$ cat src/sv/vcps_pkg.sv
package vcps_pkg;

    localparam int SLICES_DEF        = 32;
    localparam int ROWS_DEF          = 32;
    localparam int COLUMNS_DEF       = 32;
    localparam int FRACTION_BITS_DEF = 16;

    localparam int IDX_W  = 5;
    localparam int CDF_W  = 17;
    localparam int PICK_W = 16;
    localparam int SPC_W  = 20;
    localparam int OFS_W  = 32;
    localparam int POS_W  = 36;
    localparam int CFG_IDX_W = 3;

    typedef enum logic [1:0] {
        REQ_LOAD_SLICE  = 2'd0,
        REQ_LOAD_ROW    = 2'd1,
        REQ_LOAD_COLUMN = 2'd2,
        REQ_SAMPLE      = 2'd3
    } t_req;

    localparam logic [CFG_IDX_W-1:0] CFG_SPACING_X = 3'd0;
    localparam logic [CFG_IDX_W-1:0] CFG_SPACING_Y = 3'd1;
    localparam logic [CFG_IDX_W-1:0] CFG_SPACING_Z = 3'd2;
    localparam logic [CFG_IDX_W-1:0] CFG_OFFSET_X  = 3'd3;
    localparam logic [CFG_IDX_W-1:0] CFG_OFFSET_Y  = 3'd4;
    localparam logic [CFG_IDX_W-1:0] CFG_OFFSET_Z  = 3'd5;

    typedef struct packed {
        logic [1:0]        req_type;
        logic [IDX_W-1:0]  slice_index;
        logic [IDX_W-1:0]  row_index;
        logic [IDX_W-1:0]  column_index;
        logic [CDF_W-1:0]  cdf_value;
        logic [PICK_W-1:0] pick_z;
        logic [PICK_W-1:0] pick_y;
        logic [PICK_W-1:0] pick_x;
        logic [PICK_W-1:0] jitter_x;
        logic [PICK_W-1:0] jitter_y;
        logic [PICK_W-1:0] jitter_z;
    } t_in;

    typedef struct packed {
        logic signed [POS_W-1:0] pos_x;
        logic signed [POS_W-1:0] pos_y;
        logic signed [POS_W-1:0] pos_z;
        logic [IDX_W-1:0]        voxel_col;
        logic [IDX_W-1:0]        voxel_row;
        logic [IDX_W-1:0]        voxel_slice;
        logic                    overrun;
    } t_out;

    // sample work handed from front to back
    typedef struct packed {
        logic [PICK_W-1:0] pick_z;
        logic [PICK_W-1:0] pick_y;
        logic [PICK_W-1:0] pick_x;
        logic [PICK_W-1:0] jitter_x;
        logic [PICK_W-1:0] jitter_y;
        logic [PICK_W-1:0] jitter_z;
    } t_job;

    typedef struct packed {
        logic full;
        logic empty;
    } t_qstat;

endpackage

$ cat src/sv/vcps_job_fifo.sv
module vcps_job_fifo (
    input  logic            i_clk,
    input  logic            i_rst_n,
    input  logic            i_push,
    input  vcps_pkg::t_job  i_data,
    input  logic            i_pop,
    output vcps_pkg::t_job  o_data,
    output vcps_pkg::t_qstat o_stat
);
    // two-entry queue
    vcps_pkg::t_job r_mem [2];
    logic       r_wp, r_rp;
    logic [1:0] r_cnt;

    always_ff @(posedge i_clk) begin
        if (!i_rst_n) begin
            r_wp  <= 1'b0;
            r_rp  <= 1'b0;
            r_cnt <= 2'd0;
        end else begin
            if (i_push) r_wp <= ~r_wp;
            if (i_pop)  r_rp <= ~r_rp;
            r_cnt <= r_cnt + {1'b0, i_push} - {1'b0, i_pop};
        end
    end

    always_ff @(posedge i_clk) begin
        if (i_push) r_mem[r_wp] <= i_data;
    end

    assign o_data       = r_mem[r_rp];
    assign o_stat.full  = (r_cnt == 2'd2);
    assign o_stat.empty = (r_cnt == 2'd0);
endmodule

$ cat config.mk
export PLATFORM = sky130hd
export DESIGN_NAME = vcps_job_fifo
export DESIGN_NICKNAME = d
export VERILOG_FILES = /design/src/sv/vcps_pkg.sv /design/src/sv/vcps_job_fifo.sv
export SDC_FILE = /design/constraint.sdc
export NUM_CORES = 1
export LEC_CHECK = 0
export BUFFER_PORTS_ARGS = -buffer_cell sky130_fd_sc_hd__buf_4
export CAP_MARGIN = 20
export CORE_UTILIZATION = 52
export DETAILED_ROUTE_END_ITERATION = 16
export PLACE_DENSITY = 0.77
export SYNTH_ARGS = -nofsm -noshare
export SYNTH_HDL_FRONTEND = slang
export SYNTH_SLANG_ARGS = --single-unit
export TNS_END_PERCENT = 1
$ cat constraint.sdc
create_clock -name i_clk -period 8.8 [get_ports i_clk]
set_input_delay 2.2 -clock i_clk [delete_from_list [all_inputs] [get_ports i_clk]]
set_output_delay 2.2 -clock i_clk [all_outputs]
set_load 0.005 [all_outputs]
==> Flow_metrics.wiki, run 1 <==
{| class="wikitable"
! Metric !! Value
|-
| Outcome || finished, final reports clean
|-
| Hold violation count in the final report || 0
|-
| Distinct cell type count after synthesis || 16
|-
| Final total negative setup slack || 0 ns
|-
| Standard-cell rows || 43
|-
| Number of detailed-route iterations in the first pass || 4
|-
| CP endpoint kind || output pin
|-
| Number of fill cells in the layout || 909
|-
| Fraction of the mapped netlist area in adder cells || 0.340%
|-
| Total GRT Usage || 18.2%
|-
| Number of gates resized after cts || 0
|-
| Syn_nets || 422
|-
| Final HPWL DP || 8.57 mm
|-
| Antenna-violating nets left || 0
|-
| Synth Area in Compound Gates || 0.102%
|-
| Maximum number of pins on one net before global-route repair || 59
|-
| Leak Pwr || 3.63 nW
|-
| Share of final-layout standard cells stronger than drive strength 1 || 60.3%
|-
| Switching component of the power || 412 uW
|-
| Crit path arrival time || 2.58 ns
|-
| Required arrival time at the worst endpoint || 6.60 ns
|-
| Die width || 121 um
|-
| Post-route fraction of the period consumed by the critical path || 54.3%
|-
| Vertical extent of the die || 121 um
|-
| Portion of total power attributed to the clock network || 33.7%
|-
| Gate Count Post-Synth || 320
|-
| Proportion of power drawn by flip-flops and latches || 54.6%
|-
| Count of warnings emitted by yosys || 0
|-
| Most common library cell in the layout ignoring fill and taps || sky130_fd_sc_hd__buf_4
|-
| Io pins || 198
|-
| Critical-path maximum fanout || 58
|-
| Floorplan die area || 0.0146 mm2
|-
| Max-cap violations || 0
|-
| Min Tclk post-route || 4.78 ns
|-
| Diodes inserted || 0
|-
| Filler-free cell count of the finished design || 719
|-
| Antenna violations before repair || 0
|-
| Net switching fraction of the power || 20.3%
|-
| Cell total after placement || 690
|-
| Root Buffer Master || sky130_fd_sc_hd__clkbuf_16
|-
| Clock slew at the register clock pins of the worst setup and hold paths || 0.06 ns
|-
| Final setup violation count || 0
|-
| Core Box Area || 0.0138 mm2
|-
| Sort of element at the start of the critical path || register
|-
| Crit Path Category || register to output pin
|-
| Aggregate global routing overflow || 0
|-
| Number of buffers inserted for hold repair after clock tree synthesis || 0
|-
| Layout net count || 631
|-
| Syn Std Cell Area || 0.00735 mm2
|-
| Syn avg cell area || 23.0 um2
|-
| Final weighted congestion in routability-driven placement || 0.748
|-
| Simple-gate area share of the yosys netlist || 0.732%
|-
| Clock tree skew after final layout || 0.00786 ns
|-
| Peak VDD IR || 0.000176 V
|-
| Flip-flop and latch count after synthesis || 197
|-
| Highest-count cells in the layout ignoring fill and taps || 201 x sky130_fd_sc_hd__buf_4, 192 x sky130_fd_sc_hd__edfxtp_1, 56 x sky130_fd_sc_hd__mux2_2, 40 x sky130_fd_sc_hd__mux2_4, 17 x sky130_fd_sc_hd__clkbuf_16
|-
| Longest Clk Path Bufs || 2
|-
| Class of the tightest hold or removal check || register to register
|-
| Worst slew margin || 43.1%
|-
| Post-detailed-route via-to-cell ratio || 5.02
|-
| Area growth from synthesis to layout || 29.1%
|-
| Wire length per cell after detailed routing || 17.7 um
|-
| Final count of pins violating max slew || 0
|-
| Pin slew with the least headroom to its limit || 0.853 ns
|-
| Number of DRC violations after detailed-routing iteration 0 || 211
|-
| Portion of netlist area occupied by mux cells || 16.7%
|-
| Xor-xnor portion of the synthesized cell area || 0.425%
|-
| Wire length of the first global-routing pass || 19.1 mm
|-
| Starting density of the core || 53.2%
|-
| Clock net sink count || 197
|-
| Residual DRC count || 0
|-
| Internal || 1.62 mW
|-
| Setup repair after global routing missed its margin || no
|-
| Overall via count from detail_route || 3609
|-
| Total power divided by cell area || 214 mW/mm2
|-
| IO Port Bufs || 197
|-
| TritonCTS clock tree || done
|-
| Relative contribution of combinational cells to total power || 11.7%
|-
| Setup Fix Bufs, Post-CTS || 0
|-
| H-tree lvl count || 4
|-
| Main combinational cell family by area after synthesis || multiplexers
|-
| Total CTS buffers || 17
|-
| Total wire length after detailed routing || 12.7 mm
|-
| Achievable clock frequency || 209 MHz
|-
| Clock latency of the later-clocked register in the worst-skew pair || 0.42 ns
|-
| Sequential share of the synthesized area || 79.8%
|-
| Vias in the first global route || 3817
|}
Yosys cell counts:
cell                         n  share of area (%)
sky130_fd_sc_hd__nor2b_1     4               0.34
sky130_fd_sc_hd__mux2_4     40                8.2
sky130_fd_sc_hd__buf_8       1               0.20
sky130_fd_sc_hd__o21a_1      1               0.10
sky130_fd_sc_hd__ha_1        2               0.34
sky130_fd_sc_hd__dfxtp_1     5                1.4
sky130_fd_sc_hd__buf_6       1               0.15
sky130_fd_sc_hd__buf_12      4                1.1
sky130_fd_sc_hd__and2_1      4               0.34
sky130_fd_sc_hd__nor2_1      1              0.051
sky130_fd_sc_hd__mux2_2     56                8.6
sky130_fd_sc_hd__inv_1       2               0.10
sky130_fd_sc_hd__edfxtp_1  192                 78
sky130_fd_sc_hd__xnor3_1     1               0.31
sky130_fd_sc_hd__buf_2       5               0.34
sky130_fd_sc_hd__xor2_1      1               0.12
critical path, cell delays in order, from the launching register on:
cell                      delay [ns]
sky130_fd_sc_hd__dfxtp_4        0.76
sky130_fd_sc_hd__buf_4          0.78
sky130_fd_sc_hd__mux2_2         0.42
sky130_fd_sc_hd__buf_4          0.14
sequential cells by signal, summed over array words and instances, names as in the netlist, named ones only:
register / count
r_cnt: 2
r_wp: 1
r_mem: 192
r_rp: 1
stage by stage:
stage	total power [mW]	setup WS (ns)	hold WS, ns	cell area, um2	util [%]
floorplan	1.24	1.82	0.555	7350	-
global placement	1.36	4.44	0.559	8970	64.9
detailed placement	1.37	4.42	0.566	8970	64.9
CTS	2.05	3.96	0.576	9490	68.6
global route	2.10	3.89	0.612	9490	68.6
finish	2.03	4.02	0.572	9490	68.6
path summary, 6_finish.rpt:
path	startpoint	endpoint	slack (ns)	cells after the start
worst max-delay path	register	o_data[31]	4.02	3
worst min-delay path	r_rp	register	0.57	2
worst max register to register	r_wp	r_mem[0][77]	6.75	3
worst min register to register	r_rp	register	0.57	2
cells by family (layout without fill, tap and decap cells):
logic type / Yosys count / in the layout
xor+xnor: 2 / 2
buf+inv: 13 / 232
compound gates: 1 / 1
flops: 197 / 197
mux: 96 / 96
fa+ha+maj: 2 / 2
simple gates: 9 / 9
routing by layer:
layer  routed length, um  track usage [%]  vias to the layer above
li1                    -                -                     1674
met1                4690             19.4                     1767
met3                1220             8.74                       27
met4                 334             9.72                        0
met2                6470             29.9                      141
met5                   0                0                        -
area by class of cell:
type / count / area, um2 / share of cell area, %
timing repair buffer: 201 / 1510 / 15.9
clock buffer: 19 / 433 / 4.56
sequential: 197 / 5870 / 61.8
tap: 180 / 225 / 2.37
inverter: 2 / 7.51 / 0.0791
clock inverter: 10 / 87.6 / 0.923
multi-input combinational: 110 / 1360 / 14.3
power by group through the flow:
| stage | logic, mW | registers, mW | clock network [mW] |
|---|---|---|---|
| floorplan | 0.126 | 1.12 | 0 |
| global placement | 0.235 | 1.12 | 0 |
| detailed placement | 0.240 | 1.13 | 0 |
| CTS | 0.242 | 1.11 | 0.700 |
| global route | 0.256 | 1.11 | 0.731 |
| finish | 0.238 | 1.11 | 0.683 |
No activity file was read; power rests on OpenSTA's default activity.
==> run 2, diff against run 1 <==
clock period = 4.95 ns   (was 8.8 ns; I/O delays follow)
==> run 2 against run 1 <==
Total power grew 76%; count of clock-buffer cells in the layout decreased by 1; sequential power up 77%; register-to-register slack got worse by 3.7 ns; worst setup slack got worse by 2.5 ns; clock skew barely moved; die area unchanged; core utilization about the same; combinational power up 79%; largest power group unchanged.
==> Flow_metrics.wiki, run 2 (synthesis results as in run 1) <==
{| class="wikitable"
! Metric !! Value
|-
| Share of final-layout standard cells stronger than drive strength 1 || 60.0% (-0.26 points)
|-
| Clock tree skew after final layout || 0.00796 ns (+0.0000980 ns)
|-
| Number of gates resized after cts || 0 (unchanged)
|-
| Capture point of the worst path || o_data[3]
|-
| Aggregate global routing overflow || 0 (unchanged)
|-
| Worst slew margin || 50.0% (+6.9 points)
|-
| Critical-path maximum fanout || 54 (-6.9%)
|-
| IO Port Bufs || 197 (unchanged)
|-
| Number of DRC violations after detailed-routing iteration 0 || 131 (-38%)
|-
| Post-route standard cell area excluding fillers || 0.00949 mm2 (about the same)
|-
| Max FFs per register || 192 (unchanged)
|-
| Vias in the first global route || 3819 (+0.052%)
|-
| Final HPWL DP || 8.83 mm (+3.1%)
|-
| Total wire length after detailed routing || 12.9 mm (+1.7%)
|-
| Net switching fraction of the power || 20.9% (+0.55 points)
|-
| Total CTS buffers || 17 (unchanged)
|-
| Clock slew at the register clock pins of the worst setup and hold paths || 0.06 ns (about the same)
|-
| Vertical extent of the die || 121 um (unchanged)
|-
| Starting density of the core || 53.2% (unchanged)
|-
| FF-to-FF End || r_mem[0][71]
|-
| Length in cells of the worst reg-to-reg path || 2 (-1)
|-
| Achievable clock frequency || 290 MHz
|-
| CP endpoint kind || output pin
|-
| Crit Path Category || register to output pin
|-
| Setup repair after global routing missed its margin || no
|-
| Crit path max-delay family || flip-flops
|-
| Total power draw || 3.56 mW (+76%)
|-
| Most common library cell in the layout ignoring fill and taps || sky130_fd_sc_hd__buf_4
|-
| Area growth from synthesis to layout || 29.0% (about the same)
|-
| Diodes inserted || 0 (unchanged)
|-
| Outcome || finished, final reports clean
|-
| Standard-cell rows || 43 (unchanged)
|-
| Cell-by-cell trace of the critical path || buf_12 > mux2_2 > buf_4
|-
| Wire length per cell after detailed routing || 17.9 um (+1.1%)
|-
| Antenna violations before repair || 0 (unchanged)
|-
| Residual DRC count || 0 (unchanged)
|-
| Antenna-violating nets left || 0 (unchanged)
|-
| Reg-to-reg slack, setup || 3.04 ns (-3.71 ns)
|-
| Total GRT Usage || 18.3% (+0.084 points)
|-
| Die width || 121 um (unchanged)
|-
| Wire length of the first global-routing pass || 19.4 mm (+1.5%)
|-
| Biggest registers after layout || r_mem: 192 flops, r_cnt: 2 flops
|-
| Crit path arrival time || 2.21 ns (-0.37 ns)
|-
| Crit Reg-Reg Startpoint || r_wp
|-
| Peak VDD IR || 0.000244 V (+39%)
|-
| Maximum number of pins on one net before global-route repair || 55 (-6.8%)
|-
| Class of the tightest hold or removal check || register to register
|-
| Number of detailed-route iterations in the first pass || 5 (+1)
|-
| Portion of total power attributed to the clock network || 32.8% (-0.9 points)
|-
| Layout net count || 632 (+0.16%)
|-
| Hold violation count in the final report || 0 (unchanged)
|-
| Clock net sink count || 197 (unchanged)
|-
| Floorplan die area || 0.0146 mm2 (unchanged)
|-
| Root Buffer Master || sky130_fd_sc_hd__clkbuf_16
|-
| Final Hold Slack || 0.607 ns (+0.0350 ns)
|-
| Switching component of the power || 745 uW (+81%)
|-
| H-tree lvl count || 4 (unchanged)
|-
| Total power divided by cell area || 376 mW/mm2 (+76%)
|-
| Final count of pins violating max slew || 0 (unchanged)
|-
| Min Tclk post-route || 3.45 ns
|-
| Sort of element at the start of the critical path || register
|-
| Max-cap violations || 0 (unchanged)
|-
| WP buf/inv || 2 (unchanged)
|-
| Overall via count from detail_route || 3632 (+0.64%)
|-
| Clock latency of the later-clocked register in the worst-skew pair || 0.42 ns (about the same)
|-
| Highest-count cells in the layout ignoring fill and taps || 201 x sky130_fd_sc_hd__buf_4, 192 x sky130_fd_sc_hd__edfxtp_1, 56 x sky130_fd_sc_hd__mux2_2, 40 x sky130_fd_sc_hd__mux2_4, 17 x sky130_fd_sc_hd__clkbuf_16
|-
| Most flops, register || r_mem
|-
| Io pins || 198 (unchanged)
|-
| Leak Pwr || 3.64 nW (+0.42%)
|-
| Internal || 2.82 mW (+75%)
|-
| Dpl cell area || 0.00899 mm2 (+0.22%)
|-
| Required arrival time at the worst endpoint || 3.71 ns (-2.89 ns)
|-
| Largest incremental delay on the critical path || 0.82 ns (+0.04 ns)
|-
| Number of buffers inserted for hold repair after clock tree synthesis || 0 (unchanged)
|-
| Post-detailed-route via-to-cell ratio || 5.02 (about the same)
|-
| Relative contribution of combinational cells to total power || 11.9% (+0.2 points)
|-
| Stages on the worst setup path || 3 (unchanged)
|-
| Final weighted congestion in routability-driven placement || 0.714 (-4.5%)
|-
| Core Box Area || 0.0138 mm2 (unchanged)
|-
| Longest Clk Path Bufs || 2 (unchanged)
|-
| Pin slew with the least headroom to its limit || 0.750 ns (-0.103 ns)
|-
| Finished Core Util || 68.6% (about the same)
|-
| Post-route fraction of the period consumed by the critical path || 69.6%
|-
| Final total negative setup slack || 0 ns (unchanged)
|-
| Final setup violation count || 0 (unchanged)
|-
| Setup Fix Bufs, Post-CTS || 0 (unchanged)
|-
| TritonCTS clock tree || done
|-
| Proportion of power drawn by flip-flops and latches || 55.2% (+0.6 points)
|-
| Crit-path slowest cell || sky130_fd_sc_hd__dfxtp_4
|}
-- run 2: power groups by stage --
stage                     logic [mW]  clock network, mW  registers, mW
after floorplan                0.224                  0           1.99
after global placement         0.418                  0           2.00
after detailed placement       0.431                  0           2.01
after CTS                      0.433               1.19           1.97
after global routing           0.455               1.25           1.98
final                          0.426               1.17           1.97
-- run 2: worst min path at each step --
stage | start | to | slack (ns) | cells past startpoint
6_report | r_rp | register | 0.61 | 2
5_1_grt | r_rp | register | 0.66 | 2
4_1_cts | r_rp | register | 0.60 | 2
3_5_place_dp | r_rp | register | 0.58 | 2
3_3_place_gp | r_rp | register | 0.56 | 2
2_1_floorplan | r_rp | register | 0.55 | 2
-- run 2: area by class of cell --
cell class,instances,area [um2]
inverter,2,7.51
clock buffer,18,429
clock inverter,14,70.1
timing repair buffer,202,1530
fill,904,4340
tap,180,225
multi-input combinational,110,1360
sequential,197,5870
-- run 2: tightest hold or removal path, cell delays in order, from the launching register on --
cell                      delay, ns
sky130_fd_sc_hd__dfxtp_1       0.34
sky130_fd_sc_hd__xor2_1        0.09
sky130_fd_sc_hd__and2_1        0.15
-- run 2: metrics by stage --
step | setup slack (ns) | cells
after floorplan | 0.751 | 320
after global placement | 1.92 | 691
after detailed placement | 1.90 | 691
after CTS | 1.45 | 723
after global routing | 1.39 | 723
final | 1.50 | 723
-- run 2: layer usage --
metal  GRT usage, %  vias to the layer above  share of wire [%]  routed length [um]
li1               -                     1682                  -                   -
met1           21.1                     1772                 39                5030
met2           29.8                      155                 50                6420
met3           7.66                       23                9.4                1220
met4           8.49                        0                2.0                 259
met5              0                        -                  0                   0
==> run 3, diff against run 2 <==
CORE_UTILIZATION = 47   (was 52)
PLACE_DENSITY = 0.73   (was 0.77)
clock period = 2.8 ns   (was 4.95 ns; I/O delays follow)
==> run 3 against run 2 <==
Total power grew 80%; hold slack got worse by 0.15 ns; critical endpoint is now o_data[45]; critical path type unchanged; largest power group unchanged; highest routed layer unchanged; worst setup slack got worse by 1.3 ns.
==> Flow_metrics.wiki, run 3 (synthesis results as in run 1) <==
{| class="wikitable"
! Metric !! Value
|-
| Outcome || finished, final reports clean
|-
| Antenna violations before repair || 0 (unchanged)
|-
| Clock net sink count || 197 (unchanged)
|-
| Switching component of the power || 1.40 mW (+88%)
|-
| Final WS setup || 0.181 ns (-1.32 ns)
|-
| Antenna-violating nets left || 0 (unchanged)
|-
| Final HPWL DP || 8.59 mm (-2.8%)
|-
| Achievable clock frequency || 382 MHz
|-
| Worst slack at placement || 0.628 ns (-1.28 ns)
|-
| Wire length per cell after detailed routing || 17.0 um (-4.7%)
|-
| Filler-free cell count of the finished design || 757 (+4.7%)
|-
| Total power divided by cell area || 669 mW/mm2 (+78%)
|-
| Final weighted congestion in routability-driven placement || 0.795 (+11%)
|-
| Area growth from synthesis to layout || 30.8%
|-
| Floorplan die area || 0.0161 mm2 (+10%)
|-
| Share of final-layout standard cells stronger than drive strength 1 || 61.4% (+1.3 points)
|-
| Final Hold Slack || 0.457 ns (-0.149 ns)
|-
| Post-detailed-route via-to-cell ratio || 4.73 (-5.8%)
|-
| Crit Reg-Reg Startpoint || r_wp
|-
| Leak Pwr || 3.69 nW (+1.2%)
|-
| Hold violation count in the final report || 0 (unchanged)
|-
| Root Buffer Master || sky130_fd_sc_hd__clkbuf_16
|-
| Maximum number of pins on one net before global-route repair || 77 (+40%)
|-
| Setup repair after global routing missed its margin || no
|-
| Biggest registers after layout || r_mem: 192 flops, r_cnt: 2 flops
|-
| Number of DRC violations after detailed-routing iteration 0 || 83 (-37%)
|-
| Residual DRC count || 0 (unchanged)
|-
| Aggregate global routing overflow || 0 (unchanged)
|-
| Cell total after placement || 725 (+4.9%)
|-
| Number of gates resized after cts || 0 (unchanged)
|-
| Die width || 127 um (+5.1%)
|-
| Reg-to-reg slack, setup || 1.26 ns (-1.78 ns)
|-
| Portion of total power attributed to the clock network || 34.1% (+1.3 points)
|-
| End point of the most critical hold path || r_mem[1][49]
|-
| Setup Fix Bufs, Post-CTS || 0 (unchanged)
|-
| Met1 layer usage reported by global route || 19.0% (-2.0 points)
|-
| Wire length of the first global-routing pass || 19.5 mm (+0.57%)
|-
| Number of buffers inserted for hold repair after clock tree synthesis || 0 (unchanged)
|-
| Net switching fraction of the power || 21.8% (+0.92 points)
|-
| Highest-count cells in the layout ignoring fill and taps || 201 x sky130_fd_sc_hd__buf_4, 192 x sky130_fd_sc_hd__edfxtp_1, 56 x sky130_fd_sc_hd__mux2_2, 40 x sky130_fd_sc_hd__mux2_4, 17 x sky130_fd_sc_hd__clkbuf_16
|-
| Longest Clk Path Bufs || 2 (unchanged)
|-
| Final setup violation count || 0 (unchanged)
|-
| Proportion of power drawn by flip-flops and latches || 53.9% (-1.3 points)
|-
| Sort of element at the start of the critical path || register
|-
| Diodes inserted || 0 (unchanged)
|-
| TritonCTS clock tree || done
|-
| Standard-cell rows || 45 (+4.7%)
|-
| CP endpoint kind || output pin
|-
| Clock tree skew after final layout || 0.00519 ns (-0.00277 ns)
|-
| Length in cells of the worst reg-to-reg path || 2 (unchanged)
|-
| Total GRT Usage || 16.4% (-1.9 points)
|-
| Max-cap violations || 0 (unchanged)
|-
| Total wire length after detailed routing || 12.9 mm (-0.19%)
|-
| Pin slew with the least headroom to its limit || 0.522 ns (-0.228 ns)
|-
| Core Box Area || 0.0153 mm2 (+10%)
|-
| Crit Path Category || register to output pin
|-
| Most flops, register || r_mem
|-
| Post-route fraction of the period consumed by the critical path || 93.5%
|-
| Final count of pins violating max slew || 0 (unchanged)
|-
| Number of detailed-route iterations in the first pass || 4 (-1)
|-
| Total CTS buffers || 17 (unchanged)
|-
| Io pins || 198 (unchanged)
|-
| Clock slew at the register clock pins of the worst setup and hold paths || 0.07 ns (about the same)
|-
| Required arrival time at the worst endpoint || 2.10 ns (-1.61 ns)
|-
| Layer carrying the most global-route usage || met2
|-
| Met3 demand-to-capacity share in global routing || 6.74% (-0.92 points)
|-
| Vias in the first global route || 3820 (+0.026%)
|-
| Hold path depth || 1 (-1)
|-
| FF-to-FF End || r_mem[1][9]
|-
| Internal || 5.03 mW (+78%)
|-
| Layout net count || 635 (+0.47%)
|-
| Starting density of the core || 48.2% (-5.0 points)
|-
| Final total negative setup slack || 0 ns (unchanged)
|-
| Met2 usage in global routing || 26.7% (-3.1 points)
|-
| Min Tclk post-route || 2.62 ns
|-
| Start point of the worst hold path || i_data[49]
|-
| Peak VDD IR || 0.000408 V (+67%)
|-
| Class of the tightest hold or removal check || input port to register
|-
| Critical-path maximum fanout || 46 (-15%)
|-
| Max FFs per register || 192 (unchanged)
|-
| Overall via count from detail_route || 3582 (-1.4%)
|-
| IO Port Bufs || 197 (unchanged)
|-
| Worst slew margin || 65.2% (+15 points)
|-
| Clock latency of the later-clocked register in the worst-skew pair || 0.42 ns (about the same)
|-
| Most common library cell in the layout ignoring fill and taps || sky130_fd_sc_hd__buf_4
|-
| Vertical extent of the die || 127 um (+5.1%)
|-
| Relative contribution of combinational cells to total power || 12.0% (about the same)
|-
| Crit path arrival time || 1.92 ns (-0.29 ns)
|-
| H-tree lvl count || 4 (unchanged)
|}
run 3: cell count changes in the layout (fill, tap and decap cells not counted), sizes merged:
cell	delta
buf	+3
inv	+5
clkbuf	-1
clkinv	-4
run 3: routing by layer:
metal  share of wire (%)  wire [um]  up-vias
met3                 9.2       1190       15
met5                   0          0        -
met2                  49       6350      148
li1                    -          -     1688
met1                  40       5170     1731
met4                 1.5        193        0
run 3: how the worst max path moves through the flow:
stage | slack (ns) | startpoint | endpoint
floorplan | -0.58 | i_push | r_mem[1][0]
global placement | 0.62 | register | o_data[45]
detailed placement | 0.63 | register | o_data[11]
CTS | 0.16 | register | o_data[11]
global route | 0.09 | register | o_data[45]
finish | 0.18 | register | o_data[45]
run 3: power groups by stage:
stage / clock, mW / combinational [mW] / sequential [mW]
after global placement: 0 / 0.768 / 3.52
after floorplan: 0 / 0.396 / 3.51
after CTS: 2.24 / 0.789 / 3.47
final: 2.19 / 0.774 / 3.46
after detailed placement: 0 / 0.785 / 3.53
after global routing: 2.35 / 0.831 / 3.48
run 3: layout make-up:
| cell class | count | area (um2) |
|---|---|---|
| clock inverter | 15 | 104 |
| sequential | 197 | 5870 |
| inverter | 2 | 7.51 |
| tap | 211 | 264 |
| multi-input combinational | 110 | 1360 |
| timing repair buffer | 205 | 1590 |
| fill | 1079 | 5640 |
| clock buffer | 17 | 425 |
run 3: worst max-delay path, cell delays in order, from the launching register on:
cell                      delay, ns
sky130_fd_sc_hd__dfxtp_4       0.60
sky130_fd_sc_hd__buf_12        0.29
sky130_fd_sc_hd__mux2_2        0.39
sky130_fd_sc_hd__buf_4         0.14
run 3: stage by stage:
step | util [%] | cell area (um2) | total power, mW
after floorplan | - | 7360 | 3.90
after global placement | 59.6 | 9090 | 4.29
after detailed placement | 59.6 | 9090 | 4.31
after CTS | 63.0 | 9620 | 6.49
after global routing | 63.0 | 9620 | 6.66
final | 63.0 | 9620 | 6.43
